`src/sv/spq_pkg.sv`:
```
// ----------------------------------------------------------------------------
// spq_pkg: shared types for the sorted insert priority queue
// Item structs for both channels, status codes and the per-cell control word.
// ----------------------------------------------------------------------------
`default_nettype none

package spq_pkg;

	localparam int unsigned JOB_W    = 16;
	localparam int unsigned STATUS_W = 2;
	localparam int unsigned OCC_W    = 4;

	// command codes
	localparam logic CMD_INSERT = 1'b0;
	localparam logic CMD_REMOVE = 1'b1;

	// status codes
	localparam logic [STATUS_W-1:0] STATUS_DONE  = 2'd0;
	localparam logic [STATUS_W-1:0] STATUS_FULL  = 2'd1;
	localparam logic [STATUS_W-1:0] STATUS_EMPTY = 2'd2;

	typedef struct packed {
		logic             command;
		logic [JOB_W-1:0] job_value;
	} in_item_t;

	typedef struct packed {
		logic [STATUS_W-1:0] status;
		logic [JOB_W-1:0]    removed_job;
		logic [OCC_W-1:0]    occupancy;
	} out_item_t;

	// broadcast control word for every cell of the chain
	typedef struct packed {
		logic             ins;
		logic             rem;
		logic [JOB_W-1:0] job_value;
	} cell_ctl_t;

endpackage

`default_nettype wire

```
`src/sv/spq_cell.sv`:
```
// ----------------------------------------------------------------------------
// spq_cell: one slot of the sorted chain
// Holds one job value, compares it with the broadcast value and takes its
// left neighbor, the new value, or its right neighbor as the queue changes.
// ----------------------------------------------------------------------------
`default_nettype none

module spq_cell (
	input  wire                   clk,
	input  wire spq_pkg::cell_ctl_t ctl,
	input  wire                   occ,
	input  wire                   tail,
	input  wire                   left_gt,
	input  wire [spq_pkg::JOB_W-1:0] left_val,
	input  wire [spq_pkg::JOB_W-1:0] right_val,
	output logic                  gt,
	output logic [spq_pkg::JOB_W-1:0] val
);
	import spq_pkg::*;

	logic [JOB_W-1:0] val_q;

	// stored value strictly greater than the incoming one
	assign gt  = occ && (val_q > ctl.job_value);
	assign val = val_q;

	// insert shifts greater values back one slot, remove pulls all forward
	always_ff @(posedge clk) begin
		if (ctl.ins) begin
			if (gt || tail) begin
				val_q <= left_gt ? left_val : ctl.job_value;
			end
		end else if (ctl.rem) begin
			val_q <= right_val;
		end
	end

endmodule

`default_nettype wire

```
`src/sv/sorted_insert_priority_queue_top.sv`:
```
// ----------------------------------------------------------------------------
// sorted_insert_priority_queue_top: bounded min-priority queue
// A row of cells keeps the jobs sorted, smallest first; equal values leave
// in arrival order. Inserts into a full queue and removes on an empty queue
// are reported by status and change nothing.
//
//   channel  | handshake            | payload
//   ---------+----------------------+-------------------------------------
//   in       | in_valid / in_ready  | in_item  (command, job_value)
//   out      | out_valid / out_ready| out_item (status, removed_job, occupancy)
//
// One item per cycle while in_ready is high: every cell compares against the new job at once and
// the whole row shifts in the cycle the item is accepted.
// The result appears in the output register in the cycle after acceptance.
// in_ready drops only while a result waits and out_ready is low.
// Reset empties the queue at once; no clearing pass is needed.
// ----------------------------------------------------------------------------
`default_nettype none

module sorted_insert_priority_queue_top #(
	parameter int unsigned CAPACITY = 8
) (
	input  wire                  clk,
	input  wire                  arst_n,
	input  wire                  in_valid,
	output logic                 in_ready,
	input  wire spq_pkg::in_item_t in_item,
	output logic                 out_valid,
	input  wire                  out_ready,
	output spq_pkg::out_item_t   out_item
);
	import spq_pkg::*;

	localparam int unsigned CNT_W = $clog2(CAPACITY + 1);
	localparam int unsigned EXT_W = (CNT_W > OCC_W) ? CNT_W : OCC_W;

	logic [CNT_W-1:0] count_q;
	logic             out_valid_q;
	out_item_t        out_item_q;

	logic             accept;
	logic             is_full;
	logic             is_empty;
	cell_ctl_t        ctl;
	logic [CNT_W-1:0] count_next;
	logic [EXT_W-1:0] count_ext;

	logic             gt  [CAPACITY];
	logic [JOB_W-1:0] val [CAPACITY];

	// handshake
	assign accept    = in_valid && in_ready;
	assign in_ready  = !out_valid_q || out_ready;
	assign out_valid = out_valid_q;
	assign out_item  = out_item_q;

	// command decode
	assign is_full  = (count_q == CNT_W'(CAPACITY));
	assign is_empty = (count_q == '0);

	always_comb begin
		ctl.ins       = accept && (in_item.command == CMD_INSERT) && !is_full;
		ctl.rem       = accept && (in_item.command == CMD_REMOVE) && !is_empty;
		ctl.job_value = in_item.job_value;
		count_next    = count_q;
		if (ctl.ins) begin
			count_next = count_q + CNT_W'(1);
		end else if (ctl.rem) begin
			count_next = count_q - CNT_W'(1);
		end
	end

	assign count_ext = EXT_W'(count_next);

	// row of cells
	for (genvar i = 0; i < CAPACITY; i++) begin : g_cell
		logic             c_left_gt;
		logic [JOB_W-1:0] c_left_val;
		logic [JOB_W-1:0] c_right_val;

		if (i == 0) begin : g_head
			assign c_left_gt  = 1'b0;
			assign c_left_val = '0;
		end else begin : g_body
			assign c_left_gt  = gt[i-1];
			assign c_left_val = val[i-1];
		end

		if (i == CAPACITY - 1) begin : g_last
			assign c_right_val = val[i];
		end else begin : g_mid
			assign c_right_val = val[i+1];
		end

		spq_cell u_cell (
			.clk       (clk),
			.ctl       (ctl),
			.occ       (CNT_W'(i) < count_q),
			.tail      (CNT_W'(i) == count_q),
			.left_gt   (c_left_gt),
			.left_val  (c_left_val),
			.right_val (c_right_val),
			.gt        (gt[i]),
			.val       (val[i])
		);
	end

	// count and output control
	always_ff @(posedge clk or negedge arst_n) begin
		if (!arst_n) begin
			count_q     <= '0;
			out_valid_q <= 1'b0;
		end else begin
			count_q <= count_next;
			if (accept) begin
				out_valid_q <= 1'b1;
			end else if (out_ready) begin
				out_valid_q <= 1'b0;
			end
		end
	end

	// result item
	always_ff @(posedge clk) begin
		if (accept) begin
			out_item_q.occupancy <= count_ext[OCC_W-1:0];
			if (in_item.command == CMD_INSERT) begin
				out_item_q.status      <= is_full ? STATUS_FULL : STATUS_DONE;
				out_item_q.removed_job <= '0;
			end else begin
				out_item_q.status      <= is_empty ? STATUS_EMPTY : STATUS_DONE;
				out_item_q.removed_job <= is_empty ? '0 : val[0];
			end
		end
	end

endmodule

`default_nettype wire
```
`config.mk`:
```
export PLATFORM = sky130hd
export DESIGN_NAME = sorted_insert_priority_queue_top
export DESIGN_NICKNAME = d
export VERILOG_FILES = /design/src/sv/spq_pkg.sv /design/src/sv/spq_cell.sv /design/src/sv/sorted_insert_priority_queue_top.sv
export SDC_FILE = /design/constraint.sdc
export NUM_CORES = 1
export LEC_CHECK = 0
export BUFFER_PORTS_ARGS = -buffer_cell sky130_fd_sc_hd__buf_2
export CORE_AREA = 5 5 150 152
export CTS_CLUSTER_SIZE = 20
export DETAILED_ROUTE_END_ITERATION = 6
export DIE_AREA = 0 0 155 157
export GPL_ROUTABILITY_DRIVEN = 0
export GPL_TIMING_DRIVEN = 0
export PLACE_DENSITY = 0.81
export SYNTH_ARGS = -nofsm -noshare
export SYNTH_HDL_FRONTEND = slang
export SYNTH_HIERARCHICAL = 1
export SYNTH_SLANG_ARGS = --single-unit
export TNS_END_PERCENT = 1
```
`constraint.sdc`:
```
create_clock -name clk -period 3.4 [get_ports clk]
set_clock_uncertainty 0.05 [all_clocks]
set_input_delay 0.34 -clock clk [delete_from_list [all_inputs] [get_ports clk]]
set_output_delay 0.34 -clock clk [all_outputs]
set_load 0.03 [all_outputs]
```
After elaboration in Yosys (flattened, before gate mapping). Index checks and enable logic that the tools add are counted.

Add/sub/neg operators: 2. Multipliers: 0. Divide/modulo/power cells: 0. Magnitude comparators: 16. Equality and inequality tests: 15. Shift operators: 0. Multiplexer cells: 36. Bitwise operators: 1. Reductions and logical operators: 37.

Operators by type and width (count): $mux W16 (29); $gt A16 B16 Y1 (8); $mux W18 (1); $eq A3 B4 Y1 const A (4); $lt A3 B4 Y1 const A (4); $reduce_and A2 Y1 (8); $ne A2 B1 Y1 const B (7); $logic_and A1 B1 Y1 (13); $logic_or A1 B1 Y1 (9); $eq A2 B4 Y1 const A (2); $lt A1 B4 Y1 const A (2); $lt A2 B4 Y1 const A (2); $mux W4 (2); $add A4 B1 Y4 const B (1); $eq A1 B4 Y1 const A (1); $eq A4 B4 Y1 const B (1); $logic_not A4 Y1 (1); $reduce_bool A2 Y1 (2); $sub A4 B1 Y4 const B (1); $logic_not A1 Y1 (3); $mux W1 (3); $mux W2 (1); $reduce_or A2 Y1 (1); $not A1 Y1 (1).

Register bits: 155. Latch bits: 0. Bits in writable memories: 0. Memory bits (read-only): 0. Bits of input ports: 21. Memories kept: 0.

Depth between registers and ports, before layout.
Word-level depth: 7. Depth in mapped cells: 10.

Hierarchy. Netlist, hierarchy kept.

Modules (own cells, without submodules): spq_cell (instances 8, cells each 128, area an instance 1247.4 um^2, seq. area each 480.5 um^2); sorted_insert_priority_queue_top (instances 1, cells each 103, area an instance 1296.2 um^2, seq. area each 785.8 um^2).

Worst setup path before layout. No wires, ideal clock.

Path kind: flip-flop to flip-flop. Start point: reg count_q[1]. End point: reg g_cell[0].u_cell.val_q[0], enable pin. Setup time: 0.367 ns. Arrival time: 2.438 ns. Path slack: 0.545 ns. Cell stages (with the launch flop): 8. Buffers on the path: 2. Path through: dfrtp_1 inv_1 ha_1 and3b_1 nor3_1 clkbuf_1 clkbuf_1 a21o_1.

RTL lines: start, declared (RTL line sorted_insert_priority_queue_top.sv:37) `logic [CNT_W-1:0] count_q;`; start signal, assigned (RTL line sorted_insert_priority_queue_top.sv:114) `count_q <= count_next;`; end signal, assigned (RTL line spq_cell.sv:31) `val_q <= left_gt ? left_val : ctl.job_value;`; end signal, assigned (RTL line spq_cell.sv:34) `val_q <= right_val;`; end, declared (RTL line spq_cell.sv:21) `logic [JOB_W-1:0] val_q;`.

==> qor_table.md <==
| Group | Result | Reported |
|---|---|---|
| synth | Synthesis Warnings | 6 |
| global routing | Initial antenna violation count | 0 |
| worst hold path | Hold path startpoint | in_valid |
| clocking | Root Driver | clkbuf_16 |
| critical path | Highest-delay cell along the critical path | dfrtp_1 |
| critical path | Arrival time reported for the critical path endpoint | 3.25 ns |
| floorplan | Floorplan die area | 0.02434 mm^2 |
| sta | Final clock period utilization by the worst path | 94.31% |
| sta | Relative slew slack | 32.67% |
| pwr | Proportion of power drawn by combinational gates | 34.9% |
| floorplan | Die height | 157 um |
| clocking | Setup Fix Bufs, Post-CTS | 0 |
| critical path | Worst reg-to-reg path cell count | 7 |
| clocking | TritonCTS clock tree | built |
| cells and area | Summed area of non-filler cells in the final layout | 0.01258 mm^2 |
| clocking | Cts bufs inserted | 17 |
| worst hold path | End point of the most critical hold path | out_valid$_DFFE_PN0P_ |
| pwr | Overall power consumption | 7.314 mW |
| global routing | Wire length of the first global-routing pass | 40740 um |
| synth | Xor/xnor cell area share of the yosys netlist | 0.2330% |
| detailed routing | Via/cell ratio | 5.585 |
| synth | Compound-Gate Fraction of Synth Area | 13.54% |
| detailed routing | Average wire per cell in the routed design | 17.01 um |
| pwr | Worst VDD drop | 0.4176 mV |
| sta | Final Hold Slack | 0.07793 ns |
| synth | Average size of a mapped cell | 10.01 um^2 |
| critical path | Worst EP required | 3.44 ns |
| cells and area | Fillcell total | 1730 |
| cells and area | Share of layout cells above drive strength 1 | 11.40% |
| placement | Pre-CTS worst setup slack | -0.4358 ns |
| cells and area | Area growth, synth to finish | 11.57% |
| critical path | Most frequent cell on the critical path | clkbuf_1 |
| cells and area | Footprint of the multi-input gates | 0.006042 mm^2 |
| cells and area | Commonest non-fill, non-tap cells in the layout | a21oi_1, nor2_1, edfxtp_1, inv_1, ha_1 |
| synth | Sequential fraction of the synthesis area | 41.06% |
| sta | Final-layout setup total negative slack | 0 ns |
| detailed routing | Initial detailed-routing violation count | 421 |
| sta | Final Setup Violations | 0 |
| cells and area | Register area | 0.004629 mm^2 |
| synth | Simple-gate portion of the synthesized area | 11.63% |
| sta | Setup ws final | 0.1933 ns |
| pwr | Internal power summed over all cells | 4.741 mW |
| clocking | Clock edge transition at the registers on the reported setup and hold paths | 0.06 ns |
| pwr | Leakage | 5.467 nW |
| clocking | Bufs on Longest Clock Path | 2 |
| pwr | Clock Power Share | 27.3% |
| critical path | Peak fanout along the critical path | 16 |
| synth | Synthesized-area fraction occupied by adder cells | 14.87% |
| job | Max-cap violation count | 0 |
| clocking | Clock latency of the later-clocked register in the worst-skew pair | 0.43 ns |
| placement | Port buffer count | 43 |
| sta | Tmin final | 3.207 ns |
| pwr | Sequential Power Share | 37.8% |
| sta | Actual slew at the worst max-slew pin | 1.009 ns |
| critical path | Reg2Reg Launch Point | count_q[1]$_DFF_PN0_ |
| global routing | Combined global-route utilization of all metal layers | 20.88% |
| worst hold path | Count of cells along the worst hold path | 2 |
| critical path | Worst path top cell family by delay | buffers and inverters |
| floorplan | Core Area | 0.02089 mm^2 |
| sta | Unrepaired setup endpoints after global routing | false |
| floorplan | Placement row count | 53 |
| global routing | Number of global-route vias before repair | 8523 |
| detailed routing | DRC violations left | 0 |
| critical path | Register-to-register path setup slack | 0.19 ns |
| placement | Detailed Place HPWL | 20220 um |
| critical path | Worst r2r dst | g_cell[4].u_cell/val[10]$_DFFE_PP_ |
| critical path | Longest individual stage delay on the worst path | 0.52 ns |
| pwr | Net Sw Power | 2.573 mW |
| cells and area | Diodes inserted | 0 |
| critical path | Worst-path cell chain | inv_1 > ha_1 > and3b_1 > nor3_4 > clkbuf_1 > clkbuf_1 > a21o_2 |
| floorplan | Effective utilization at floorplan | 53.98% |
| sta | Maximum clock frequency | 311.8 MHz |
| floorplan | Count of pins on the block boundary | 45 |
| synth | Cell area after technology mapping | 0.01128 mm^2 |
| cells and area | Most frequent standard cell in the layout excluding fill and tap cells | a21oi_1 |
| cells and area | Nets | 1361 |
| synth | Number of cells produced by synthesis | 1127 |
| global routing | Overflow after GRT | 0 |
| detailed routing | Final ANT Viol Nets | 0 |
| sta | Final hold violation count | 0 |
| synth | Netlist cell types | 44 |
| detailed routing | Number of search-and-repair iterations in the first detailed-routing pass | 5 |
| critical path | Buffering stage count on the worst path with inverters included | 3 |
| pwr | Power per cell area | 581.3 mW/mm^2 |
| critical path | Worst setup EP type | register |
| floorplan | Die Width | 155 um |
| detailed routing | Total length of routed wires | 25410 um |
| sta | Final Slew Violations | 0 |
| global routing | Maximum number of pins on one net before global-route repair | 28 |
| pwr | Switching part of the total power | 35.18% |
| placement | Area after detailed placement | 0.01190 mm^2 |
| status | Run status | finished, final reports clean |
| synth | Synthesis-stage register bit count | 155 |
| clocking | Clock Sink Count | 155 |
| detailed routing | Routed via count | 8344 |
| synth | Portion of netlist area occupied by mux cells | 12.16% |
| clocking | Depth of the CTS H-tree | 4 |
| synth | Main combinational cell family by area after synthesis | adder cells |
| critical path | Critical path class | register to register |
| critical path | Worst setup SP type | register |
| worst hold path | Type of the most critical hold path | primary input to register |
kinds of logic after synthesis:
group | Yosys count
AND/OR/NAND/NOR | 260
AO/OA/AOI/OAI | 252
buffers and inverters | 186
flip-flops | 155
multiplexers | 136
adder cells (fa/ha/maj) | 134
XOR/XNOR | 3
other | 1
layout make-up:
| cell class | instances | area share, % |
|---|---|---|
| plain buffers | 52 | 1.810 |
| clock buffers | 17 | 3.381 |
| clock inverters | 15 | 1.462 |
| inverters | 134 | 3.998 |
| multi-input cells | 802 | 48.03 |
| flip-flops and latches | 155 | 36.80 |
| well taps | 275 | 2.735 |
| repair buffers | 44 | 1.790 |
stage by stage:
| stage | utilization, % | cells |
|---|---|---|
| 2_1_floorplan | - | 1143 |
| 3_3_place_gp | 56.95 | 1461 |
| 3_5_place_dp | 56.95 | 1461 |
| 4_1_cts | 59.98 | 1494 |
| 5_1_grt | 60.23 | 1494 |
| 6_report | 60.23 | 1494 |
per-layer routing:
layer | GRT usage [%] | vias up | wire (um)
met5 | 0 | - | 0
met2 | 38.08 | 200 | 12900
met1 | 24.42 | 3911 | 10750
met4 | 8.326 | 0 | 683
met3 | 3.602 | 41 | 1071
li1 | - | 4192 | -
power by group through the flow:
stage          Clock, mW  Combinational, mW  Sequential [mW]
4_1_cts             2.02               2.51             2.77
6_report            1.99               2.56             2.76
3_3_place_gp           0               2.40             2.79
5_1_grt             2.11               2.81             2.80
3_5_place_dp           0               2.48             2.81
2_1_floorplan          0               1.83             2.81
cells in the mapped netlist:
cell type / n / share of area, %
xor2_1: 1 / 0.078
o21ai_0: 19 / 0.84
xnor2_1: 2 / 0.16
clkbuf_1: 33 / 1.1
o2bb2ai_1: 1 / 0.078
or3b_4: 1 / 0.10
nand4_1: 24 / 1.3
o211ai_1: 8 / 0.53
inv_1: 134 / 4.5
o21ai_1: 1 / 0.044
edfxtp_1: 150 / 40
o2111ai_1: 1 / 0.078
a311oi_1: 8 / 0.62
buf_4: 1 / 0.067
a2111o_1: 8 / 0.80
ha_1: 134 / 15
nor2b_1: 10 / 0.55
mux2i_1: 128 / 11
a21o_1: 10 / 0.67
nor2b_4: 8 / 0.98
o41ai_1: 8 / 0.62
nor2_1: 157 / 5.2
buf_2: 17 / 0.75
a21boi_2: 1 / 0.10
a21oi_1: 177 / 7.9
or3_1: 1 / 0.056
buf_6: 1 / 0.10
a22oi_1: 1 / 0.067
and3_1: 1 / 0.056
o21ai_2: 1 / 0.078
nor3b_1: 1 / 0.067
conb_1: 1 / 0.033
dfrtp_1: 5 / 1.1
nand4_2: 8 / 0.89
and3_4: 1 / 0.10
a41oi_2: 8 / 1.2
nand4b_1: 1 / 0.078
and3b_1: 1 / 0.078
nor2_2: 1 / 0.056
nand2_1: 19 / 0.63
and2_1: 23 / 1.3
nor3_1: 1 / 0.044
mux2_2: 8 / 0.80
nand2b_1: 2 / 0.11
worst max path at each step:
stage / from / endpoint / slack [ns] / cells past startpoint
2_1_floorplan: count_q[1]$_DFF_PN0_ / g_cell[0].u_cell/val[0]$_DFFE_PP_ / 0.55 / 7
3_3_place_gp: count_q[1]$_DFF_PN0_ / g_cell[6].u_cell/val[4]$_DFFE_PP_ / -0.36 / 7
3_5_place_dp: count_q[1]$_DFF_PN0_ / g_cell[7].u_cell/val[7]$_DFFE_PP_ / -0.44 / 7
4_1_cts: count_q[1]$_DFF_PN0_ / g_cell[3].u_cell/val[10]$_DFFE_PP_ / 0.03 / 7
5_1_grt: count_q[1]$_DFF_PN0_ / g_cell[4].u_cell/val[2]$_DFFE_PP_ / 0.02 / 7
6_report: count_q[1]$_DFF_PN0_ / g_cell[4].u_cell/val[10]$_DFFE_PP_ / 0.19 / 7
sequential cells by signal (all words and copies together) (netlist names):
signal             cells
out_valid              1
out_item              22
g_cell.u_cell/val    128
count_q                4
repair_timing:
item | CTS | global route
setup endpoints to repair | 130 | 128
endpoints found under the hold margin | 5 | 0
hold buffers | 1 | 0
gates cloned | 0 | 0
resized for setup | 9 | 8
No activity file was read; power rests on OpenSTA's default activity.
